## config.mk

```make
export PLATFORM = sky130hd
export DESIGN_NAME = csb_blend
export DESIGN_NICKNAME = d
export VERILOG_FILES = /design/src/csb_pkg.sv /design/src/csb_blend.sv
export SDC_FILE = /design/constraint.sdc
export NUM_CORES = 1
export LEC_CHECK = 0
export ABC_AREA = 1
export ABC_CLOCK_PERIOD_IN_PS = 6800
export BUFFER_PORTS_ARGS = -buffer_cell sky130_fd_sc_hd__buf_2
export CAP_MARGIN = 0
export CELL_PAD_IN_SITES_DETAIL_PLACEMENT = 0
export CELL_PAD_IN_SITES_GLOBAL_PLACEMENT = 1
export CORE_UTILIZATION = 35
export DETAILED_ROUTE_END_ITERATION = 10
export PLACE_DENSITY_LB_ADDON = 0.1
export SETUP_SLACK_MARGIN = 0.5
export SYNTH_ARGS = -nofsm -noshare
export SYNTH_HDL_FRONTEND = slang
export SYNTH_SLANG_ARGS = --single-unit
```

## constraint.sdc

```tcl
create_clock -name clock -period 6.8 [get_ports clock]
set_input_delay 0.68 -clock clock [delete_from_list [all_inputs] [get_ports clock]]
set_output_delay 0.68 -clock clock [all_outputs]
set_load 0.03 [all_outputs]
```

## src/csb_pkg.sv

```systemverilog
// shared constants, codes and types for the coverage span blender
// no dependencies; used by csb_blend and coverage_span_blend_rgb565_core
package csb_pkg;

   // frame store geometry
   localparam int FB_WIDTH   = 320;
   localparam int FB_HEIGHT  = 240;
   localparam int STORE_SIZE = FB_WIDTH * FB_HEIGHT;
   localparam int ADDR_W     = $clog2(STORE_SIZE);

   // row base is an 8-bit row times a 9-bit stride
   localparam int BASE_W = 17;
   localparam int SUM_W  = (ADDR_W + 1 > BASE_W + 1) ? ADDR_W + 1 : BASE_W + 1;

   localparam logic [7:0] FULL_COVER = 8'hFF;

   // operation codes
   localparam logic [1:0] OP_BLEND = 2'd0;
   localparam logic [1:0] OP_WRITE = 2'd1;
   localparam logic [1:0] OP_READ  = 2'd2;

   // configuration register indexes
   localparam logic [1:0] CSR_FILL_COLOUR   = 2'd0;
   localparam logic [1:0] CSR_ACTIVE_WIDTH  = 2'd1;
   localparam logic [1:0] CSR_ACTIVE_HEIGHT = 2'd2;
   localparam logic [1:0] CSR_ROW_STRIDE    = 2'd3;

   // store write request from the blend pipeline
   typedef struct packed {
      logic              valid;
      logic [ADDR_W-1:0] addr;
      logic [15:0]       data;
   } blend_wr_type;

endpackage

```

## src/csb_blend.sv

```systemverilog
// two-stage rgb565 coverage blend pipeline feeding the frame store write port
// depends on csb_pkg
module csb_blend (
   input  logic                       clock,
   input  logic                       reset,
   input  logic                       in_valid,
   input  logic [csb_pkg::ADDR_W-1:0] in_addr,
   input  logic [15:0]                in_pixel,
   input  logic [23:0]                colour,
   input  logic [7:0]                 alpha,
   output csb_pkg::blend_wr_type      wr_out,
   output logic                       busy
);

   logic                       a_valid_ff;
   logic [csb_pkg::ADDR_W-1:0] a_addr_ff;
   logic [15:0]                a_sum_r_ff, a_sum_g_ff, a_sum_b_ff;
   logic [15:0]                a_sum_r_in, a_sum_g_in, a_sum_b_in;
   csb_pkg::blend_wr_type      wr_ff, wr_in;
   logic [7:0]                 inv_alpha;
   logic [7:0]                 pix_r, pix_g, pix_b;
   logic [7:0]                 q_r, q_g, q_b;
   logic [15:0]                solid;

   // exact floor(s/255) for s below 65280
   function automatic logic [7:0] div255(input logic [15:0] s);
      logic [16:0] t;
      t = {1'b0, s} + 17'd1 + {9'd0, s[15:8]};
      return t[15:8];
   endfunction

   // unpack without bit replication
   assign pix_r     = {in_pixel[15:11], 3'b000};
   assign pix_g     = {in_pixel[10:5], 2'b00};
   assign pix_b     = {in_pixel[4:0], 3'b000};
   assign inv_alpha = csb_pkg::FULL_COVER - alpha;

   always_comb begin
      a_sum_r_in = 16'(colour[7:0]) * 16'(alpha) + 16'(pix_r) * 16'(inv_alpha);
      a_sum_g_in = 16'(colour[15:8]) * 16'(alpha) + 16'(pix_g) * 16'(inv_alpha);
      a_sum_b_in = 16'(colour[23:16]) * 16'(alpha) + 16'(pix_b) * 16'(inv_alpha);
   end

   assign q_r   = div255(a_sum_r_ff);
   assign q_g   = div255(a_sum_g_ff);
   assign q_b   = div255(a_sum_b_ff);
   assign solid = {colour[7:3], colour[15:10], colour[23:19]};

   always_comb begin
      wr_in.valid = a_valid_ff;
      wr_in.addr  = a_addr_ff;
      // full coverage ignores the old pixel entirely
      if (alpha == csb_pkg::FULL_COVER) begin
         wr_in.data = solid;
      end else begin
         wr_in.data = {q_r[7:3], q_g[7:2], q_b[7:3]};
      end
   end

   always_ff @(posedge clock) begin
      a_addr_ff  <= in_addr;
      a_sum_r_ff <= a_sum_r_in;
      a_sum_g_ff <= a_sum_g_in;
      a_sum_b_ff <= a_sum_b_in;
      wr_ff.addr <= wr_in.addr;
      wr_ff.data <= wr_in.data;
      if (reset) begin
         a_valid_ff  <= 1'b0;
         wr_ff.valid <= 1'b0;
      end else begin
         a_valid_ff  <= in_valid;
         wr_ff.valid <= wr_in.valid;
      end
   end

   assign wr_out = wr_ff;
   assign busy   = a_valid_ff | wr_ff.valid;

endmodule

```

# After elaboration in Yosys (flattened, before gate mapping)
# Index checks and enable logic that the tools add are counted.
dict set report totals {
  in_bits 68
  output_inout_bits 35
  register_bits 100
  word_cells 27
}
dict set report op_classes {
  add_sub_neg 10
  eq_ne 1
  multipliers 6
  n_mux 1
  n_bitwise 1
}
# op n
set ops {}
lappend ops {{$add 16x1->16 const B} 3}
lappend ops {{$add 16x16->16} 3}
lappend ops {{$add 16x8->16} 3}
lappend ops {{$mul 8x8->16} 3}
lappend ops {{$mul 5x8->13} 2}
lappend ops {{$mux 16} 1}
lappend ops {{$mul 6x8->14} 1}
lappend ops {{$eq 8x8->1 const B} 1}
lappend ops {{$sub 8x8->8 const A} 1}
lappend ops {{$or 1x1->1} 1}

# Longest topological paths before layout
# Gate-level depths: netlist of run 1.
dict set report logic_depth {
  ltp_word 3
  mapped_depth 31
  ltp_nobuf 30
}

# Least setup slack after synthesis of run 1
# No wires, ideal clock.
dict set report synth_path {
  path_kind {in2reg}
  startpoint {in alpha[3]}
  endpoint {reg a_sum_g_ff[12]}
  arrival_ps 6216
  slack_ps 457
  n_path_buf 2
  required_time_ps 6673
  setup_ps 127
  cell_stages 23
  path_cell_list {buf_2 > clkbuf_1 > nor2_1 > fa_1 > inv_1 > fa_1 > fa_1 > inv_1 > ha_1 > xnor2_1 > fa_1 > fa_1 > inv_1 > fa_1 > inv_1 > fa_1 > inv_1 > ha_1 > a21oi_1 > nand2_1 > nand2_1 > o2111ai_1 > xor2_1}
}
dict set report synth_between {
  elab_chain_len 3
  word_cells_on_any_way 4
  cone_classes {2 x add/sub; 2 x mul}
}
# item line
set synth_rtl {}
lappend synth_rtl {{start: declaration} csb_blend.sv:10} ;# input logic [7:0] alpha,
lappend synth_rtl {{$sub 8x8->8} csb_blend.sv:36} ;# assign inv_alpha = csb_pkg::FULL_COVER - alpha;
lappend synth_rtl {{$mul 6x8->14} csb_blend.sv:40} ;# a_sum_g_in = 16'(colour[15:8]) * 16'(alpha) + 16'(pix_g) * 16'(inv_alpha);
lappend synth_rtl {{$add 16x16->16 (*)} csb_blend.sv:40}
lappend synth_rtl {{named net a_sum_g_in[12]} csb_blend.sv:18} ;# logic [15:0] a_sum_r_in, a_sum_g_in, a_sum_b_in;
lappend synth_rtl {{end signal: assignment} csb_blend.sv:63} ;# a_sum_g_ff <= a_sum_g_in;
lappend synth_rtl {{end: declaration} csb_blend.sv:17} ;# logic [15:0] a_sum_r_ff, a_sum_g_ff, a_sum_b_ff;
# Mark *: on every way through the listed nets, which the timed path passes. The rest lies on a longest branch.
# A chain may end at the register's enable or synchronous reset.

# Final worst setup path of run 1
dict set report layout_path {
  startpoint {in alpha[2]}
  endpoint {reg a_sum_g_ff[9]}
}
# The elaborated chain is that of the path after synthesis.

==> results by group, run 1 <==
Final layout
  • Number of antenna diodes: 0
  • Area delta synth->final: 10.09%
  • Layout Nets: 2,592
  • Layout cells sized above 1: 7.664%
  • Final instance area: approximately 0.017 mm²

Setup path
  • Critical Path Fanout Max: 23
  • Worst reg2reg endpoint: wr_out[8]
  • Internal reg-to-reg setup slack: around 5 ns
  • R2R depth: 11
  • RR Startpoint: a_sum_g_ff[11]
  • Worst setup path category: input port to register
  • CP peak stage delay: 0.57 ns
  • CP Capture Type: register
  • Worst path slowest cell: fa_2
  • CP Cell Sequence: buf_2 > buf_12 > nor2_1 > fa_1 > ha_1 > ha_1 > ha_1 > fa_2 > inv_1 > fa_1 > fa_1 > fa_1 > fa_1 > inv_1 > ha_1 > nand3_1 > nand2_1 > a21oi_1 > or2_2 > nand3_1 > nand2_1
  • Crit path launch type: input port
  • Crit path DAT: 6.34 ns
  • CP required: 7.07 ns
  • Cell repeated most along the worst path: fa_1

Logic synthesis
  • Post-synthesis cell type count: 34
  • Area share of the leading cell type in the synthesized netlist: approximately 27%
  • Synth area leaders: fa_1 (27%), ha_1 (15%), inv_1 (14%)
  • Synth Cell Area: about 0.015 mm²
  • Post-synthesis adder-cell area fraction: 42.66%
  • Synth Area in XOR/XNOR: 3.320%
  • Syn_nets: 2,516
  • Synth Area in Compound Gates: 3.728%
  • Synth Area in Simple Gates: roughly a fifth
  • Post-synthesis mux area share: 0%
  • EDFF count, synth: 0
  • Yosys reg bits: 100
  • Syn Area/Cell: 7.302 µm²
  • Syn Inst Count: around 2.1k
  • Area leader, netlist: fa_1
  • Sequential-to-total area share from yosys stat: approximately an eighth
  • Post-synth top flop: dfxtp_1
  • Synth warn: 0
  • Post-synth ARST share: 0%
  • Combinational family with the most area after synthesis: adder cells

GRT
  • Vias in the first global route: 12.43k
  • Tot GR Track Use: 18.35%
  • Total gr overflow: 0
  • Initial antenna violation count: 0
  • First-pass GRT wire length: 63.40 mm
  • Largest net degree at the start of global routing: 37

Clock tree
  • Clk sink count: 100
  • H-tree levels: 3
  • Post-CTS sizing: 0
  • Root buffer cell: clkbuf_16
  • CTS tree: built
  • Clock Path Buffers: 2
  • Clock transition at path regs: about 0.08 ns
  • TritonCTS Buffers: 9
  • Worst-skew pair later-pin latency: 0.38 ns
  • # Post-CTS Setup Buffers: 0
  • Hold buffer count at CTS: 0

Pwr
  • Psw: between 0.004 and 0.005 W
  • Register share of total power: 12.8%
  • Static Leak: 9.900 nW
  • Switch share: 54.43%
  • Clock power frac: 7.0%
  • Maximum vdd drop: 263.8 µV
  • Cell Int Power: 0.003539 W
  • Pwr/cell area: 469.1 mW/mm²
  • Comb pwr share: between 80% and 90%

Route
  • Post-Route WL: 38.00 mm
  • Via density: roughly 4.5
  • Vias: 12.12k
  • DRC: 0
  • DR WL/cell: 14.18 µm
  • Initial DRC count: 568
  • Post-route ant nets: 0
  • First-pass iteration count of the detailed router: 5

Flow run
  • Maxcap violations: 0

Min path
  • Hold Path Stages: 0
  • Worst Hold Launch: a_addr_ff[12]
  • Hold EP: wr_out[28]
  • Hold WC Path Type: register to register

Timing
  • Fin Setup TNS: 0 ns
  • F_max: 164.8 MHz
  • RSZ-0062 raised after global routing: yes
  • Setup Skew: 0.006545 ns
  • Setup violations, final: 0
  • Final Cycle Share: 89.24%
  • Slew @ Worst Pin: 0.6572 ns
  • Slew HR: a little under three fifths
  • Max-slew violations: 0
  • Final hold violations: 0
  • Tmin final: roughly 6.1 ns

Outcome
  • Status: finished, final reports clean

Floorplan
  • Die area: 0.04379 mm²
  • Core Region: 0.04213 mm²
  • Die height: 209.3 µm
  • # rows: 75
  • Die width: 209.3 µm
  • Initial Util: 35.69%
  • Io pins: 103

Place
  • DP Wirelength: 31.50 mm
  • RePlAce Congestion: 0.8426
  • Area after DPL: 0.01617 mm²
  • I/O Buffers: between 100 and 150
-- cell usage after synthesis (all sizes together) (11+ instances only) --
cell / instances
xor2: 35
a21oi: 51
inv: 574
xnor2: 22
nand3: 77
nand2: 536
o21ai: 18
dfxtp: 100
clkbuf: 45
nor3: 18
ha: 183
nand4: 11
buf: 11
fa: 206
nor2: 127
-- kinds of logic after synthesis --
family,count (synthesis)
AOI/OAI and AO/OA,98
DFF,100
xor gates and xnor gates,57
adders and majority gates,389
buffers and inverters,631
and+or+nand+nor,784
-- stage by stage --
stage          setup WS [ns]  hold WS [ns]  total power, W  instances  utilization, %
2_1_floorplan         0.5466        0.3096        0.005698       2059               -
3_3_place_gp          0.2826        0.3105        0.007136       2663           38.37
3_5_place_dp          0.2600        0.3121        0.007132       2663           38.37
4_1_cts               0.6724        0.3309        0.007743       2679           39.12
5_1_grt               0.4420        0.3377        0.008813       2679           39.29
6_report              0.7319        0.3293        0.007766       2679           39.29
-- flip-flops by register name, indices dropped and copies added, names as in the netlist --
| name | cells |
|---|---|
| a_addr_ff | 17 |
| a_sum_b_ff | 16 |
| a_sum_g_ff | 16 |
| a_sum_r_ff | 16 |
| a_valid_ff | 1 |
| wr_out | 34 |
-- how the worst max path moves through the flow --
stage                            from              to  slack, ns  cells past startpoint
after floorplan              alpha[5]  a_sum_g_ff[12]       0.55                     22
after global placement       alpha[2]  a_sum_g_ff[13]       0.28                     26
after detailed placement     alpha[2]  a_sum_g_ff[13]       0.26                     26
after CTS                    alpha[2]  a_sum_r_ff[14]       0.67                     25
after global routing      in_pixel[5]  a_sum_g_ff[14]       0.44                     26
final                        alpha[2]   a_sum_g_ff[9]       0.73                     21
-- critical path, delay by kind of cell --
family | cells | cell delay, ns
fa+ha+maj | 10 | 4.26
compound gates | 1 | 0.08
simple gates | 6 | 0.79
buf+inv | 4 | 0.51
-- power by group through the flow --
stage | combinational (W) | clock (W) | sequential, W
5_1_grt | 0.00721 | 0.000595 | 0.00101
2_1_floorplan | 0.00464 | 0 | 0.00106
3_3_place_gp | 0.00612 | 0 | 0.00101
3_5_place_dp | 0.00612 | 0 | 0.00101
6_report | 0.00623 | 0.000546 | 0.000993
4_1_cts | 0.00617 | 0.000572 | 0.000996
-- cells in the final DEF (no fill, tap or decap), drive strengths merged --
cell and count:
ha 183, nand3 77, inv 576, fa 206, nor4 2, a21boi 3
a31o 1, o2111ai 2, clkinv 6, buf 121, a31oi 5, nand3b 5
nor3 18, o21ai 18, a21oi 51, a21o 7, o21bai 8, o211ai 2
or2 2, clkbuf 9, nand2 536, and2 6, o31ai 1, xnor2 22
nand4 11, dfxtp 100, nor2 127, xor2 35
-- layer usage --
layer | wire length, µm | track usage [%] | share of wire (%)
met5 | 0 | 0 | 0
met4 | 451 | 3.702 | 1.2
met3 | 985 | 1.960 | 2.6
met2 | 17070 | 29.86 | 45
met1 | 19490 | 26.30 | 51
-- cell type report --
type	count	area, µm²
clock buffer	9	225.2
fill	4514	25580
timing repair buffer	121	698.2
sequential	100	2002
clock inverter	7	93.84
inverter	575	2165
multi-input combinational	1328	10700
tap	539	674.4
Power figures use the tool's default switching activity.
==> run 2, diff against run 1 <==
Settings changed: ABC_CLOCK_PERIOD_IN_PS 6800 to not set, CELL_PAD_IN_SITES_DETAIL_PLACEMENT 0 to not set, CELL_PAD_IN_SITES_GLOBAL_PLACEMENT 1 to not set, PLACE_DENSITY_LB_ADDON 0.1 to not set.
==> results by group, run 2 (synthesis gave the netlist of run 1 again) <==
Route
  • Post-Route WL: 35.73 mm (was 38.00 mm)
  • Via density: 4.567 (was 4.524)
  • Post-route ant nets: 0 (unchanged)
  • First-pass iteration count of the detailed router: 5 (unchanged)
  • Initial DRC count: 500 (was 568)
  • Vias: 12.25k (was 12.12k)
  • DR WL/cell: 13.32 µm (was 14.18 µm)
  • DRC: 0 (unchanged)

Clock tree
  • Post-CTS sizing: 0 (unchanged)
  • Clk sink count: 100 (unchanged)
  • TritonCTS Buffers: 9 (unchanged)
  • Clock transition at path regs: 0.07 ns (was 0.08 ns)
  • CTS tree: built (unchanged)
  • Worst-skew pair later-pin latency: 0.37 ns (was 0.38 ns)
  • Root buffer cell: clkbuf_16 (unchanged)
  • H-tree levels: 3 (unchanged)
  • # Post-CTS Setup Buffers: 0 (unchanged)
  • Hold buffer count at CTS: 0 (unchanged)
  • Clock Path Buffers: 2 (unchanged)

Timing
  • Fin Setup TNS: 0 ns (unchanged)
  • Final Cycle Share: 88.65% (was 89.24%)
  • F_max: 165.9 MHz (was 164.8 MHz)
  • Tmin final: 6.028 ns (was 6.068 ns)
  • Setup violations, final: 0 (unchanged)
  • Max-slew violations: 0 (unchanged)
  • RSZ-0062 raised after global routing: yes (unchanged)
  • Slew @ Worst Pin: 0.4810 ns (was 0.6572 ns)
  • Final hold violations: 0 (unchanged)
  • Setup Skew: 0.01578 ns (was 0.006545 ns)
  • Slew HR: 67.60% (was 56.03%)

Final layout
  • Layout cells sized above 1: 7.890% (was 7.664%)
  • # fillers: 4,387 (was 4,514)
  • Final instance area: 0.01656 mm² (was 0.01655 mm²)
  • Fin cells: 2,682 (was 2,679)
  • Area occupied by multi-input gates: 0.01071 mm² (was 0.01070 mm²)
  • Layout Nets: 2,594 (was 2,592)
  • Most common cell after layout, fill and taps aside: inv_1 (unchanged)
  • Number of flip-flops in the largest register: 34 (unchanged)
  • Final core area utilization: 39.30% (was 39.29%)
  • Register area: 0.002002 mm² (unchanged)
  • Commonest cells after routing, fill and taps aside: inv_1 (566), nand2_1 (534), fa_1 (205), ha_1 (182), nor2_1 (126) (was inv_1 (566), nand2_1 (534), fa_1 (205), ha_1 (180), nor2_1 (126))
  • Area delta synth->final: 10.13% (was 10.09%)

Pwr
  • Final Power: 0.007716 W (was 0.007766 W)
  • Static Leak: 9.910 nW (was 9.900 nW)
  • Pwr/cell area: 466.0 mW/mm² (was 469.1 mW/mm²)
  • Maximum vdd drop: 247.4 µV (was 263.8 µV)

Floorplan
  • Die width: 209.3 µm (unchanged)
  • Die area: 0.04379 mm² (unchanged)
  • Io pins: 103 (unchanged)
  • Die height: 209.3 µm (unchanged)
  • Core Region: 0.04213 mm² (unchanged)
  • # rows: 75 (unchanged)
  • Initial Util: 35.69% (unchanged)

GRT
  • Tot GR Track Use: 17.33% (was 18.35%)
  • Vias in the first global route: 12.66k (was 12.43k)
  • Initial antenna violation count: 2 (was 0)
  • First-pass GRT wire length: 60.89 mm (was 63.40 mm)
  • Total gr overflow: 0 (unchanged)
  • Largest net degree at the start of global routing: 37 (unchanged)

Setup path
  • Critical Path Fanout Max: 6 (was 23)
  • CP Cell Sequence: buf_2 > inv_1 > nor2_1 > fa_1 > inv_1 > fa_1 > fa_1 > inv_1 > ha_1 > xnor2_2 > fa_1 > fa_1 > inv_1 > fa_1 > inv_1 > fa_1 > inv_1 > ha_1 > a21oi_1 > nand2_1 > nand2_1 > o2111ai_1 > xor2_1 (was buf_2 > buf_12 > nor2_1 > fa_1 > ha_1 > ha_1 > ha_1 > fa_2 > inv_1 > fa_1 > fa_1 > fa_1 > fa_1 > inv_1 > ha_1 > nand3_1 > nand2_1 > a21oi_1 > or2_2 > nand3_1 > nand2_1)
  • CP required: 7.05 ns (was 7.07 ns)
  • CP peak stage delay: 0.53 ns (was 0.57 ns)
  • Cell repeated most along the worst path: fa_1 (unchanged)
  • Crit path DAT: 6.28 ns (was 6.34 ns)
  • Crit path launch type: input port (unchanged)
  • Worst path slowest cell: fa_1 (was fa_2)
  • CP Capture Type: register (unchanged)
  • Worst setup path category: input port to register (unchanged)

Place
  • RePlAce Congestion: 0.8521 (was 0.8426)
  • Cell count after placement: 2,665 (was 2,663)
  • DP Wirelength: 30.14 mm (was 31.50 mm)
  • I/O Buffers: 102 (unchanged)
  • Area after DPL: 0.01614 mm² (was 0.01617 mm²)

Outcome
  • Status: finished, final reports clean (unchanged)

Min path
  • Hold WC Path Type: register to register (unchanged)

Flow run
  • Maxcap violations: 0 (unchanged)
[run 2: final cells by class]
type                    instances  share of cell area, %
multi-input cells            1328                  64.69
inverters                     575                  13.09
flip-flops and latches        100                  12.09
repair buffers                123                  4.133
well taps                     539                  4.073
clock buffers                  11                  1.526
clock inverters                 5                 0.3854
diodes                          1                0.01511
[run 2: per-stage QoR]
step	worst slack [ns]	hold slack [ns]
floorplan	0.5466	0.3096
global placement	0.3247	0.3100
detailed placement	0.2288	0.3121
CTS	0.6516	0.3285
global route	0.4390	0.3325
finish	0.7717	0.3269
[run 2: path summary, 6_finish.rpt]
check / end / startpoint / cells after the start / slack, ns
setup / recovery: a_sum_g_ff[12] / in_pixel[5] / 23 / 0.77
hold / removal: wr_out[28] / a_addr_ff[12] / 0 / 0.33
setup reg to reg: wr_out[8] / a_sum_g_ff[11] / 11 / 5.14
hold reg to reg: wr_out[28] / a_addr_ff[12] / 0 / 0.33
[run 2: power breakdown]
group / leakage [nW] / internal (W) / switching, W / total, W
sequential: 0.843 / 0.000861 / 0.000121 / 0.000982
clock: 0.153 / 0.000310 / 0.000249 / 0.000559
combinational: 8.91 / 0.00240 / 0.00377 / 0.00618
[run 2: worst max-delay path: cells and delay by family]
family / cells / cell delay [ns]
AO/OA/AOI/OAI: 2 / 0.32
XOR/XNOR: 2 / 0.34
adder cells (fa/ha/maj): 9 / 4.22
buffers and inverters: 7 / 0.45
AND/OR/NAND/NOR: 3 / 0.28
[run 2: metal layers]
layer  GRT usage, %  wire, µm  vias up
met5              0         8        -
met1          23.21     17020     5851
met4          3.829       491        2
met2          29.43     16700      206
met3          2.663      1515       32
li1               -         -     6159
